===== src/rtl/ubd_pkg.sv =====
// Shared types and constants for the UTF-8 byte stream decoder.
// No dependencies; imported by every module of the block.
package ubd_pkg;

  localparam int unsigned ByteW   = 8;
  localparam int unsigned CodeW   = 31;
  localparam int unsigned CountW  = 3;
  localparam int unsigned StatusW = 2;
  localparam int unsigned OutDataW = 40;

  localparam logic [ByteW-1:0] LeadAsciiMax = 8'h7F;
  localparam logic [ByteW-1:0] Lead2Lo = 8'hC0;
  localparam logic [ByteW-1:0] Lead2Hi = 8'hDF;
  localparam logic [ByteW-1:0] Lead3Lo = 8'hE0;
  localparam logic [ByteW-1:0] Lead3Hi = 8'hEF;
  localparam logic [ByteW-1:0] Lead4Lo = 8'hF0;
  localparam logic [ByteW-1:0] Lead4Hi = 8'hF7;
  localparam logic [ByteW-1:0] Lead5Lo = 8'hF8;
  localparam logic [ByteW-1:0] Lead5Hi = 8'hFB;
  localparam logic [ByteW-1:0] Lead6Lo = 8'hFC;
  localparam logic [ByteW-1:0] Lead6Hi = 8'hFD;
  localparam logic [ByteW-1:0] ContMask = 8'h3F;

  typedef enum logic [StatusW-1:0] {
    ST_OK      = 2'd0,
    ST_INVALID = 2'd1,
    ST_END     = 2'd2
  } status_t;

  // Byte held in the input register, handed to the decode stage.
  typedef struct packed {
    logic             valid;
    logic [ByteW-1:0] data;
  } byte_item_t;

endpackage


===== src/rtl/utf8_byte_stream_decoder.sv =====
// UTF-8 byte stream decoder (legacy six-byte form), top level.
// The completing byte passes the input register, then the result register, to out_tvalid.
// Throughput: one byte per cycle; ready falls only when the result register is held.
// Reset: synchronous active-low rst_n clears sequence state and both valid flags.
// Depends on ubd_pkg, ubd_in_reg and ubd_decode.
module utf8_byte_stream_decoder
  import ubd_pkg::*;
(
  input  logic                clk,
  input  logic                rst_n,
  input  logic                in_tvalid,
  output logic                in_tready,
  input  logic [ByteW-1:0]    in_tdata,   // [7:0] in_byte
  output logic                out_tvalid,
  input  logic                out_tready,
  output logic [OutDataW-1:0] out_tdata,  // [30:0] code_point, [33:31] byte_count
  output logic [StatusW-1:0]  out_tuser   // [1:0] status
);

  byte_item_t        item;
  logic              take;
  logic [CodeW-1:0]  res_code;
  logic [CountW-1:0] res_count;
  status_t           res_status;

  ubd_in_reg u_in_reg (
    .clk       (clk),
    .rst_n     (rst_n),
    .in_tvalid (in_tvalid),
    .in_tready (in_tready),
    .in_tdata  (in_tdata),
    .take      (take),
    .item      (item)
  );

  ubd_decode u_decode (
    .clk        (clk),
    .rst_n      (rst_n),
    .item       (item),
    .take       (take),
    .res_valid  (out_tvalid),
    .res_ready  (out_tready),
    .res_code   (res_code),
    .res_count  (res_count),
    .res_status (res_status)
  );

  assign out_tdata = {{(OutDataW-CodeW-CountW){1'b0}}, res_count, res_code};
  assign out_tuser = res_status;

endmodule


===== src/rtl/ubd_in_reg.sv =====
// Input register of the UTF-8 decoder: captures one byte per transfer.
// Depends on ubd_pkg.
module ubd_in_reg
  import ubd_pkg::*;
(
  input  logic             clk,
  input  logic             rst_n,
  input  logic             in_tvalid,
  output logic             in_tready,
  input  logic [ByteW-1:0] in_tdata,   // [7:0] in_byte
  input  logic             take,
  output byte_item_t       item
);

  logic             valid_r;
  logic             valid_nxt;
  logic [ByteW-1:0] data_r;
  logic             load;

  assign in_tready = !valid_r || take;
  assign load      = in_tvalid && in_tready;

  always_comb begin
    valid_nxt = valid_r;
    if (load) begin
      valid_nxt = 1'b1;
    end else if (take) begin
      valid_nxt = 1'b0;
    end
  end

  always_ff @(posedge clk) begin
    if (!rst_n) begin
      valid_r <= 1'b0;
    end else begin
      valid_r <= valid_nxt;
    end
  end

  always_ff @(posedge clk) begin
    if (load) begin
      data_r <= in_tdata;
    end
  end

  assign item.valid = valid_r;
  assign item.data  = data_r;

endmodule


===== src/rtl/ubd_decode.sv =====
// Decode stage: sequence state, lead/continuation logic and result register.
// Depends on ubd_pkg.
module ubd_decode
  import ubd_pkg::*;
(
  input  logic              clk,
  input  logic              rst_n,
  input  byte_item_t        item,
  output logic              take,
  output logic              res_valid,
  input  logic              res_ready,
  output logic [CodeW-1:0]  res_code,
  output logic [CountW-1:0] res_count,
  output status_t           res_status
);

  logic [CountW-1:0] bytes_left_r, bytes_left_nxt;
  logic [CodeW-1:0]  code_accum_r, code_accum_nxt;
  logic [CountW-1:0] seq_length_r, seq_length_nxt;

  logic              out_v_r, out_v_nxt;
  logic [CodeW-1:0]  code_r;
  logic [CountW-1:0] count_r;
  status_t           status_r;

  logic              emit;
  logic [CodeW-1:0]  emit_code;
  logic [CountW-1:0] emit_count;
  status_t           emit_status;
  logic [CountW-1:0] lead_len;
  logic [ByteW-1:0]  lead_mask;
  logic [ByteW-1:0]  b;

  assign b    = item.data;
  assign take = item.valid && (!out_v_r || res_ready);

  always_comb begin
    lead_len  = '0;
    lead_mask = '0;
    if (b >= Lead2Lo && b <= Lead2Hi) begin
      lead_len  = 3'd2;
      lead_mask = 8'h1F;
    end else if (b >= Lead3Lo && b <= Lead3Hi) begin
      lead_len  = 3'd3;
      lead_mask = 8'h0F;
    end else if (b >= Lead4Lo && b <= Lead4Hi) begin
      lead_len  = 3'd4;
      lead_mask = 8'h07;
    end else if (b >= Lead5Lo && b <= Lead5Hi) begin
      lead_len  = 3'd5;
      lead_mask = 8'h03;
    end else if (b >= Lead6Lo && b <= Lead6Hi) begin
      lead_len  = 3'd6;
      lead_mask = 8'h01;
    end
  end

  always_comb begin
    bytes_left_nxt = bytes_left_r;
    code_accum_nxt = code_accum_r;
    seq_length_nxt = seq_length_r;
    emit           = 1'b0;
    emit_code      = '0;
    emit_count     = '0;
    emit_status    = ST_OK;
    if (bytes_left_r != '0) begin
      code_accum_nxt = {code_accum_r[CodeW-7:0], b[5:0] & ContMask[5:0]};
      bytes_left_nxt = bytes_left_r - 3'd1;
      if (bytes_left_nxt == '0) begin
        emit       = 1'b1;
        emit_code  = code_accum_nxt;
        emit_count = seq_length_r;
      end
    end else if (b == '0) begin
      emit        = 1'b1;
      emit_status = ST_END;
    end else if (b <= LeadAsciiMax) begin
      emit       = 1'b1;
      emit_code  = {{(CodeW-ByteW){1'b0}}, b};
      emit_count = 3'd1;
    end else if (lead_len != '0) begin
      code_accum_nxt = {{(CodeW-ByteW){1'b0}}, b & lead_mask};
      seq_length_nxt = lead_len;
      bytes_left_nxt = lead_len - 3'd1;
    end else begin
      emit        = 1'b1;
      emit_status = ST_INVALID;
    end
  end

  always_comb begin
    out_v_nxt = out_v_r;
    if (take && emit) begin
      out_v_nxt = 1'b1;
    end else if (res_ready) begin
      out_v_nxt = 1'b0;
    end
  end

  always_ff @(posedge clk) begin
    if (!rst_n) begin
      bytes_left_r <= '0;
      code_accum_r <= '0;
      seq_length_r <= '0;
      out_v_r      <= 1'b0;
    end else begin
      out_v_r <= out_v_nxt;
      if (take) begin
        bytes_left_r <= bytes_left_nxt;
        code_accum_r <= code_accum_nxt;
        seq_length_r <= seq_length_nxt;
      end
    end
  end

  always_ff @(posedge clk) begin
    if (take && emit) begin
      code_r   <= emit_code;
      count_r  <= emit_count;
      status_r <= emit_status;
    end
  end

  assign res_valid  = out_v_r;
  assign res_code   = code_r;
  assign res_count  = count_r;
  assign res_status = status_r;

`ifndef NO_ASSERTIONS
  a_left_range: assert property (@(posedge clk) disable iff (!rst_n)
    bytes_left_r <= 3'd5)
    else $error("bytes_left out of range");

  a_left_below_len: assert property (@(posedge clk) disable iff (!rst_n)
    bytes_left_r != '0 |-> (seq_length_r >= 3'd2 && bytes_left_r < seq_length_r))
    else $error("sequence state inconsistent");

  a_ok_count: assert property (@(posedge clk) disable iff (!rst_n)
    out_v_r && status_r == ST_OK |-> count_r != '0)
    else $error("ok result with zero byte count");

  a_bad_zero: assert property (@(posedge clk) disable iff (!rst_n)
    out_v_r && status_r != ST_OK |-> (count_r == '0 && code_r == '0))
    else $error("non-ok result carries data");
`endif

endmodule


===== config.mk =====
export PLATFORM = sky130hd
export DESIGN_NAME = utf8_byte_stream_decoder
export DESIGN_NICKNAME = d
export VERILOG_FILES = /design/src/rtl/ubd_pkg.sv /design/src/rtl/utf8_byte_stream_decoder.sv /design/src/rtl/ubd_in_reg.sv /design/src/rtl/ubd_decode.sv
export SDC_FILE = /design/constraint.sdc
export NUM_CORES = 1
export LEC_CHECK = 0
export BUFFER_PORTS_ARGS = -buffer_cell sky130_fd_sc_hd__buf_2
export CAP_MARGIN = 20
export CORE_MARGIN = 2
export CORE_UTILIZATION = 45
export CTS_CLUSTER_DIAMETER = 150
export DETAILED_ROUTE_END_ITERATION = 8
export PLACE_DENSITY = 0.7
export RECOVER_POWER = 50
export SYNTH_ARGS = -nofsm -noshare
export SYNTH_HDL_FRONTEND = slang
export SYNTH_SLANG_ARGS = --single-unit

===== constraint.sdc =====
create_clock -name clk -period 9 [get_ports clk]
set_input_delay 1.35 -clock clk [delete_from_list [all_inputs] [get_ports clk]]
set_output_delay 1.35 -clock clk [all_outputs]
set_load 0.05 [all_outputs]

Yosys cells after proc, flatten, opt, wreduce, memory -nomap -nowiden --
Cells that the tools add are included.
Operators by class: $lt $le $gt $ge 11, $add $sub $neg 2, bitwise gates (word level) 4, equality and inequality tests 2, reduce and logical (&&, ||, !) cells 22, mux-type cells 38
Operators with widths (count):
- two-way mux 25 bit | 4
- two-way mux 31 bit | 3
- >= comparator 8 bit, second input constant | 5
- less-or-equal comparator 8 bit, second input constant | 5
- two-way mux 8 bit | 5
- two-way mux 3 bit | 12
- two-way mux 1 bit | 12
- bitwise AND 8 bit | 1
- less-or-equal comparator 8 x 7 -> 1 bit, second input constant | 1
- logical AND 1 bit | 8
- logical NOT 8 bit | 1
- nonzero test 2 bit | 3
- nonzero test 3 bit | 2
- subtractor 3 x 1 -> 3 bit, second input constant | 2
- AND reduction 5 bit | 1
- two-way mux 2 bit | 2
- inequality test 2 x 1 -> 1 bit, second input constant | 2
- AND reduction 4 bit | 1
- logical NOT 3 bit | 1
- inverter 1 bit | 3
- OR reduction 3 bit | 1
- logical NOT 1 bit | 2
- logical OR 1 bit | 2
Word-level totals: bits in registers 77

Depth between registers and ports, before layout --
Gate-level depths: netlist of the first run.
depth in word-level cells 14, mapped depth 10

Modules after synthesis --
From an unflattened synthesis of the first run, not the netlist that was laid out.
Second synthesis, totals: cells, all modules 251, area, all modules 3151.8 µm²
By module, submodules not included:
- ubd_decode | area each 2797.7 µm², times used 1, cells an instance 230, seq. area each 1721.7 µm²
- ubd_in_reg | area each 305.3 µm², times used 1, cells an instance 14, seq. area each 260.2 µm²
- utf8_byte_stream_decoder | area each 48.8 µm², times used 1, cells an instance 7, seq. area each 0.0 µm²

Worst setup path before layout of the first run --
OpenSTA, ideal clock, no wires.
path type input to register, start point input out_tready, end point register u_decode.code_r[0], in the netlist u_decode.res_code[0] (enable), slack 5.343 ns, path buffers 0, cell stages on the path 3, arrival time 3.228 ns, library setup time 0.430 ns, required time 8.570 ns, cells stage by stage nand2b_1 -> nand2_1 -> nor2_1
Between the ends: longest elaborated chain between the ends 3
RTL lines:
- start: declaration | line utf8_byte_stream_decoder.sv:15 | input logic out_tready,
- logical OR 1 bit | line ubd_decode.sv:35 | assign take = item.valid && (!out_v_r || res_ready);
- logical AND 1 bit | line ubd_decode.sv:35
- logical AND 1 bit | line ubd_decode.sv:117 | if (take && emit) begin
- end signal: assignment | line ubd_decode.sv:118 | code_r <= emit_code;
- end: declaration | line ubd_decode.sv:22 | logic [CodeW-1:0] code_r;
No other way between the ends. A chain may end at the register's enable or synchronous reset.

Worst setup path in the final report of the first run --
start point register u_decode.bytes_left_r[0], end point register u_decode.code_r[27], in the netlist u_decode.res_code[27] (enable)
Between the ends: longest elaborated chain between the ends 5, elaborated cells between the ends (all ways) 6, classes of those cells add/sub (1); mux (2); reduce/logical (3)
RTL lines:
- start: declaration | line ubd_decode.sv:17 | logic [CountW-1:0] bytes_left_r, bytes_left_nxt;
- start signal: assignment | line ubd_decode.sv:109 | bytes_left_r <= bytes_left_nxt;
- subtractor 3 x 1 -> 3 bit | line ubd_decode.sv:68 | bytes_left_nxt = bytes_left_r - 3'd1;
- logical NOT 3 bit | line ubd_decode.sv:69 | if (bytes_left_nxt == '0) begin
- two-way mux 1 bit | line ubd_decode.sv:69
- two-way mux 1 bit (*) | line ubd_decode.sv:66 | if (bytes_left_r != '0) begin
- logical AND 1 bit (*) | line ubd_decode.sv:117
Mark *: on every way between the ends. The rest lies on a longest branch, timed or not.

==> results of run 1 <==
-- registers in the layout, summed over array words and instances (netlist names) --
signal	count
u_decode.res_status	2
u_in_reg.valid_r	1
u_decode.bytes_left_r	3
u_decode.seq_length_r	3
u_decode.code_accum_r	25
u_decode.res_count	3
u_in_reg.data_r	8
u_decode.res_code	31
u_decode.res_valid	1
-- synthesized netlist by cell type (2+ instances only) --
library cell and n:
nand2b_1 2, a21oi_2 2, or2_1 2, nor4_1 2, nor2b_1 26, dfxtp_1 33, and2_1 27, a22oi_1 20
buf_4 7, o2111ai_1 5, nor2_1 11, a31oi_1 2, a211oi_1 2, a21oi_1 3, nor3_1 2, and3_1 2
inv_1 5, nand3_1 8, a21boi_1 3, nand4_1 3, buf_2 10, clkbuf_1 4, ha_1 5, edfxtp_1 44
nand2_1 16
-- power breakdown --
group	internal, mW	switching (mW)	total (mW)
sequential	0.406	0.0145	0.421
clock	0.129	0.127	0.256
combinational	0.0401	0.154	0.194
-- kinds of logic (layout without fill, tap and decap cells) --
family	after synthesis	count (layout)	share of synthesized area
adder cells (fa/ha/maj)	5	5	0.0196
buffers and inverters	26	72	0.0428
flip-flops	77	77	0.622
other	1	6	0.00118
AO/OA/AOI/OAI	49	49	0.123
AND/OR/NAND/NOR	108	108	0.191
-- worst register-to-register path: cells and delay by family, from the launching register on --
kind / cells / cell delay (ns)
AND/OR/NAND/NOR: 3 / 1.37
AO/OA/AOI/OAI: 1 / 1.06
flip-flops: 1 / 0.41
adder cells (fa/ha/maj): 1 / 0.23
buffers and inverters: 1 / 0.09
-- metrics by stage --
step           setup slack, ns  total power, mW  cells  hold slack (ns)
4_1_cts                   5.61            0.881    412            0.465
3_3_place_gp              5.62            0.622    396            0.439
3_5_place_dp              5.61            0.628    396            0.456
6_report                  5.43            0.871    413            0.460
5_1_grt                   5.09            0.911    413            0.489
2_1_floorplan             5.34            0.588    271            0.431
-- per-layer routing --
layer / track usage / vias up / share of wire
li1: - / 1034 / -
met1: 0.180 / 996 / 0.44
met2: 0.256 / 40 / 0.50
met3: 0.0349 / 11 / 0.032
met4: 0.0785 / 0 / 0.024
met5: 0 / - / 0
-- worst max path at each step --
stage                                        start               endpoint  slack [ns]  cells after the start
final                     u_decode.bytes_left_r[0]  u_decode.res_code[27]        5.43                      6
after global routing      u_decode.bytes_left_r[0]   u_decode.res_code[4]        5.09                      6
after CTS                               out_tready              in_tready        5.61                      4
after detailed placement  u_decode.bytes_left_r[0]  u_decode.res_code[25]        5.61                      6
after global placement                  out_tready              in_tready        5.62                      4
after floorplan                         out_tready   u_decode.res_code[0]        5.34                      3
-- cell type report --
| cell class | instances | area, µm² |
|---|---|---|
| fillers | 637 | 3200 |
| flip-flops and latches | 77 | 1980 |
| multi-input cells | 168 | 1090 |
| repair buffers | 51 | 225 |
| clock buffers | 9 | 124 |
| well taps | 96 | 120 |
| clock inverters | 7 | 73.8 |
| inverters | 5 | 18.8 |
==> impl_table.tex, run 1 <==
\begin{tabular}{lr}
\hline
Metric & Value \\
\hline
\multicolumn{2}{l}{\textbf{Final layout}} \\
\quad Leading cell types in the layout, fill and taps excluded & edfxtp\_1 (44), dfxtp\_1 (33), nor2b\_1 (26), clkbuf\_1 (26), buf\_2 (24) \\
\quad Finished Core Util & 0.532 \\
\quad Area overhead of the layout relative to synthesis & 14.0\% \\
\quad Most common cell after layout, fill and taps aside & edfxtp\_1 \\
\quad Post-layout nets & 329 \\
\quad Share of post-route cells with drive strength above 1 & 0.155 \\
\quad Antenna cells & 0 \\
\quad Final instance area & $\sim$0.0036 mm² \\
\multicolumn{2}{l}{\textbf{Die}} \\
\quad Top Ports & 56 \\
\quad Placeable core region & 0.00683 mm² \\
\quad Std-Cell Rows & 30 \\
\quad Die outline area & 0.00777 mm² \\
\quad Chip width & 88.1 µm \\
\quad Die span in y & 88.1 µm \\
\quad Initial Utilization & 0.466 \\
\multicolumn{2}{l}{\textbf{Timing}} \\
\quad Setup repair after global routing missed its margin & false \\
\quad Worst Max-Slew Pin Slew & 1.36 ns \\
\quad Peak Freq & 0.280 GHz \\
\quad Period utilization & 0.397 \\
\quad Headroom to the max-slew limit & 0.0869 \\
\quad Pins over their slew limit & 0 \\
\quad Total negative slack for setup checks & 0 ns \\
\quad Post-layout minimum cycle time & between 3 and 4 ns \\
\quad Hold violation count in the final report & 0 \\
\quad Setup-violating endpoint count in the final report & 0 \\
\quad Maximum clock skew at final layout & between 0.01 and 0.015 ns \\
\multicolumn{2}{l}{\textbf{Routing}} \\
\quad Routed via count & 2081 \\
\quad Detailed-route DRC error count & 0 \\
\quad Aggregate routed wire length & 5690 µm \\
\quad Number of iterations in the first detailed-routing pass & 4 \\
\quad Number of violations reported at the end of detailed-routing iteration 0 & 97 \\
\quad Mean routed wirelength per cell & 13.8 µm \\
\quad Vias per Instance & 5.04 \\
\quad Number of routed nets with antenna violations & 0 \\
\multicolumn{2}{l}{\textbf{Clock network}} \\
\quad Number of resized instances in the post-cts repair step & 0 \\
\quad Htree depth & 3 \\
\quad Clk sink count & 77 \\
\quad Buffers from clock root to sink, at most & 2 \\
\quad Clock tree from TritonCTS & yes \\
\quad Root Buffer Master & clkbuf\_8 \\
\quad Number of CTS-inserted buffers & 9 \\
\quad Clock edge transition at the registers on the reported setup and hold paths & approximately 0.08 ns \\
\quad Post-CTS Setup Inserts & 0 \\
\quad Clock insertion delay at the later pin of the skew report & 0.35 ns \\
\quad Number of hold buffers added after cts & 0 \\
\multicolumn{2}{l}{\textbf{Place}} \\
\quad Final Wtd Congestion & approximately 0.79 \\
\quad Placed wire-length estimate after detailed placement & between 3000 and 4000 µm \\
\quad Cell area after placement & approximately 0.0035 mm² \\
\quad Buffers on Ports & 49 \\
\multicolumn{2}{l}{\textbf{Setup path}} \\
\quad Critical Path Sink Type & flop \\
\quad Family with the most delay on the worst path & simple AND/OR/NAND/NOR gates \\
\quad Highest-delay cell along the critical path & a21boi\_0 \\
\quad Max stage delay on crit path & 1.06 ns \\
\quad Buffers plus inverters on the worst setup path & 1 \\
\quad Depth of the most critical reg-to-reg path & 6 \\
\quad Cell-by-cell trace of the critical path & inv\_1, ha\_1, or3\_1, a21boi\_0, nor2\_1, nor2\_4 \\
\quad Critical Path Source Type & flop \\
\quad Worst Setup Path Type & flop to flop \\
\quad Arrival time at the worst endpoint & 3.53 ns \\
\quad Reg-to-reg slack, setup & 5.43 ns \\
\quad Max FO, Critical Path & 36 \\
\quad Beginning of the worst register-to-register path & u\_decode.bytes\_left\_r[0] \\
\quad Worst endpoint required time & roughly 9 ns \\
\quad Destination of the worst register-to-register timing path & u\_decode.res\_code[27] \\
\multicolumn{2}{l}{\textbf{GRT}} \\
\quad Total GRT Usage & 0.151 \\
\quad Pin count of the biggest net entering global routing & 37 \\
\quad Antenna violations before repair & 0 \\
\quad Number of global-route vias before repair & 1977 \\
\quad Global-route wire length before repair & 8980 µm \\
\quad Remaining global-route overflow & 0 \\
\multicolumn{2}{l}{\textbf{Worst hold path}} \\
\quad Worst hold-check path type & flop to flop \\
\quad Hold path start & u\_decode.bytes\_left\_r[1] \\
\quad End point of the worst hold path & u\_decode.bytes\_left\_r[1] \\
\quad Worst hold path cell count & 2 \\
\multicolumn{2}{l}{\textbf{Flow run}} \\
\quad Maxcap violations & 0 \\
\multicolumn{2}{l}{\textbf{Logic synthesis}} \\
\quad Post-synthesis sequential area ratio & 0.622 \\
\quad Post-synth top area cell & edfxtp\_1 \\
\quad Post-Syn Area per Cell & 12.0 µm² \\
\quad Mapped Area & 0.00318 mm² \\
\quad Post-synth EDFFs & 44 \\
\quad Synth Instances & roughly 270 \\
\quad Top area cells in the synthesized netlist & edfxtp\_1 (41\%), dfxtp\_1 (21\%), and2\_1 (5.3\%) \\
\quad Number of distinct library cells after synthesis & 45 \\
\quad Yosys top cell area share & 0.415 \\
\quad Async SR Flop Fraction & 0 \\
\quad Number of synthesis warnings & 0 \\
\quad Prevailing post-synth register cell & edfxtp\_1 \\
\quad Synthesized flop and latch total & 77 \\
\multicolumn{2}{l}{\textbf{Run status}} \\
\quad Run status & finished clean \\
\multicolumn{2}{l}{\textbf{Power and ir drop}} \\
\quad Leak & approximately 1.3 nW \\
\quad Worst IR drop on VDD & 0.0878 mV \\
\quad Power Density & 240 mW/mm² \\
\hline
\end{tabular}
Power figures use the tool's default switching activity.
==> inputs of run 2 (changes only) <==
- PLACE_DENSITY: 0.7 -> 0.73
- clock period: 9 -> 3 ns (I/O delays scaled with it)
==> run 2 against run 1 <==
  * Flip-flop and latch count unchanged
  * Via count about the same
  * Worst setup slack worse by 5.0 ns
  * Largest cell class unchanged
==> impl_table.tex, run 2 (synthesized netlist as in run 1, its figures left out) <==
\begin{tabular}{lr}
\hline
Metric & Value \\
\hline
\multicolumn{2}{l}{\textbf{Die}} \\
\quad Die outline area & 0.00777 mm² \\
\quad Initial Utilization & 0.466 \\
\quad Placeable core region & 0.00683 mm² \\
\quad Top Ports & 56 \\
\quad Die span in y & 88.1 µm \\
\quad Std-Cell Rows & 30 \\
\quad Chip width & 88.1 µm \\
\multicolumn{2}{l}{\textbf{Final layout}} \\
\quad Storage element area & 0.00198 mm² \\
\quad Antenna cells & 0 \\
\quad Max FFs per register & 31 \\
\quad Share of post-route cells with drive strength above 1 & 0.131 \\
\quad Filler cell count & 604 \\
\quad Leading cell types in the layout, fill and taps excluded & edfxtp\_1 (44), clkbuf\_1 (40), dfxtp\_1 (33) \\
\quad Final instance area & 0.00365 mm² \\
\quad Final Non-Filler Cells & 416 \\
\quad Most common cell after layout, fill and taps aside & edfxtp\_1 \\
\quad Area overhead of the layout relative to synthesis & 14.8\% \\
\quad Post-layout nets & 332 \\
\quad Area used by multi-input combinational logic & 0.00110 mm² \\
\multicolumn{2}{l}{\textbf{Clock network}} \\
\quad Clk sink count & 77 \\
\quad Clock tree from TritonCTS & yes \\
\quad Buffers from clock root to sink, at most & 2 \\
\quad Post-CTS Setup Inserts & 0 \\
\quad Number of hold buffers added after cts & 0 \\
\quad Number of resized instances in the post-cts repair step & 0 \\
\quad Root Buffer Master & clkbuf\_8 \\
\quad Htree depth & 3 \\
\quad Clock insertion delay at the later pin of the skew report & 0.34 ns \\
\quad Clock edge transition at the registers on the reported setup and hold paths & roughly 0.08 ns \\
\quad Number of CTS-inserted buffers & 9 \\
\multicolumn{2}{l}{\textbf{GRT}} \\
\quad Antenna violations before repair & 0 \\
\quad Total GRT Usage & 0.146 \\
\quad Pin count of the biggest net entering global routing & 36 \\
\quad Global-route wire length before repair & approximately 9000 µm \\
\quad Number of global-route vias before repair & 1898 \\
\quad Remaining global-route overflow & 0 \\
\multicolumn{2}{l}{\textbf{Timing}} \\
\quad Worst Max-Slew Pin Slew & 1.24 ns \\
\quad Total negative slack for setup checks & 0 ns \\
\quad Pins over their slew limit & 0 \\
\quad Hold violation count in the final report & 0 \\
\quad Headroom to the max-slew limit & 0.171 \\
\quad Setup repair after global routing missed its margin & false \\
\quad Period utilization & 0.845 \\
\quad Post-layout minimum cycle time & around 2.5 ns \\
\quad Maximum clock skew at final layout & 0.0170 ns \\
\quad Peak Freq & 0.394 GHz \\
\quad Setup-violating endpoint count in the final report & 0 \\
\multicolumn{2}{l}{\textbf{Setup path}} \\
\quad Worst Setup Path Type & flop to flop \\
\quad Max FO, Critical Path & 30 \\
\quad Arrival time at the worst endpoint & $\sim$2.7 ns \\
\quad Worst endpoint required time & between 3 and 4 ns \\
\quad Critical Path Source Type & flop \\
\quad Critical Path Sink Type & flop \\
\multicolumn{2}{l}{\textbf{Power and ir drop}} \\
\quad Fraction of power consumed by combinational cells & 0.223 \\
\quad Power Density & 722 mW/mm² \\
\quad Leak & 1.26 nW \\
\quad Worst IR drop on VDD & around 0.24 mV \\
\quad Power share of the sequential group & 0.478 \\
\quad Power share of the clock group & 0.299 \\
\quad Fraction of power spent switching nets & 0.335 \\
\quad Net switching component of the power & slightly below 0.9 mW \\
\quad Cell Int Power & 1.76 mW \\
\multicolumn{2}{l}{\textbf{Routing}} \\
\quad Number of routed nets with antenna violations & 0 \\
\quad Vias per Instance & 5.00 \\
\quad Number of violations reported at the end of detailed-routing iteration 0 & between 100 and 150 \\
\quad Routed via count & $\sim$2100 \\
\quad Mean routed wirelength per cell & 13.1 µm \\
\quad Aggregate routed wire length & 5460 µm \\
\quad Number of iterations in the first detailed-routing pass & 4 \\
\quad Detailed-route DRC error count & 0 \\
\multicolumn{2}{l}{\textbf{Place}} \\
\quad Cell area after placement & 0.00350 mm² \\
\quad Placed wire-length estimate after detailed placement & $\sim$3700 µm \\
\quad Inst Count DP & 400 \\
\quad Buffers on Ports & roughly 50 \\
\quad Final Wtd Congestion & 0.814 \\
\multicolumn{2}{l}{\textbf{Run status}} \\
\quad Run status & finished clean \\
\multicolumn{2}{l}{\textbf{Flow run}} \\
\quad Maxcap violations & 0 \\
\multicolumn{2}{l}{\textbf{Worst hold path}} \\
\quad Worst hold-check path type & primary input to flop \\
\hline
\end{tabular}
## run 2: cell count changes in the layout (fill, tap and decap cells not counted), sizes merged
cell / previous run / this run
buf: 25 / 14
clkinv: 5 / 2
inv: 6 / 7
clkbuf: 35 / 50
clkinvlp: 0 / 1
## run 2: final timing paths
| check | slack, ns | endpoint | from | depth (start not counted) |
|---|---|---|---|---|
| worst min-delay path | 0.29 | u_in_reg.data_r[1] | in_tdata[1] | 1 |
| worst max-delay path | 0.46 | u_decode.res_code[4] | u_decode.bytes_left_r[0] | 7 |
| worst min register to register | 0.46 | u_decode.bytes_left_r[1] | u_decode.bytes_left_r[1] | 2 |
| worst max register to register | 0.46 | u_decode.res_code[4] | u_decode.bytes_left_r[0] | 7 |
## run 2: stage by stage
stage	setup slack [ns]	power, mW	hold WS (ns)	utilization
2_1_floorplan	0.0529	1.76	0.431	-
4_1_cts	0.454	2.67	0.276	0.543
6_report	0.464	2.64	0.291	0.535
3_3_place_gp	0.527	1.89	0.443	0.512
3_5_place_dp	0.467	1.89	0.456	0.512
5_1_grt	0.169	2.75	0.270	0.535
## run 2: area by class of cell
type                       instances  area share
inverter                           5     0.00514
clock buffer                      10      0.0377
timing repair buffer              54      0.0630
multi-input combinational        168       0.300
sequential                        77       0.542
clock inverter                     6      0.0188
tap                               96      0.0329
## run 2: worst max-delay path, stage by stage (launching register included)
cell and delay (ns):
dfxtp_1 0.41, inv_1 0.09, ha_1 0.23, or3_1 0.37
a21boi_2 0.17, clkbuf_1 0.78, nor2_2 0.18, nor2_1 0.16
## run 2: routing by layer
| layer | share of wire | global-route usage | vias to the layer above |
|---|---|---|---|
| met3 | 0.042 | 0.0368 | 7 |
| met2 | 0.49 | 0.243 | 58 |
| met5 | 0 | 0 | - |
| met4 | 0.013 | 0.0468 | 0 |
| met1 | 0.45 | 0.188 | 969 |
| li1 | - | - | 1048 |
## run 2: power groups by stage
| stage | clock [mW] | combinational (mW) | sequential [mW] |
|---|---|---|---|
| 2_1_floorplan | 0 | 0.291 | 1.47 |
| 3_3_place_gp | 0 | 0.604 | 1.28 |
| 3_5_place_dp | 0 | 0.608 | 1.28 |
| 4_1_cts | 0.804 | 0.609 | 1.26 |
| 5_1_grt | 0.845 | 0.637 | 1.27 |
| 6_report | 0.790 | 0.588 | 1.26 |
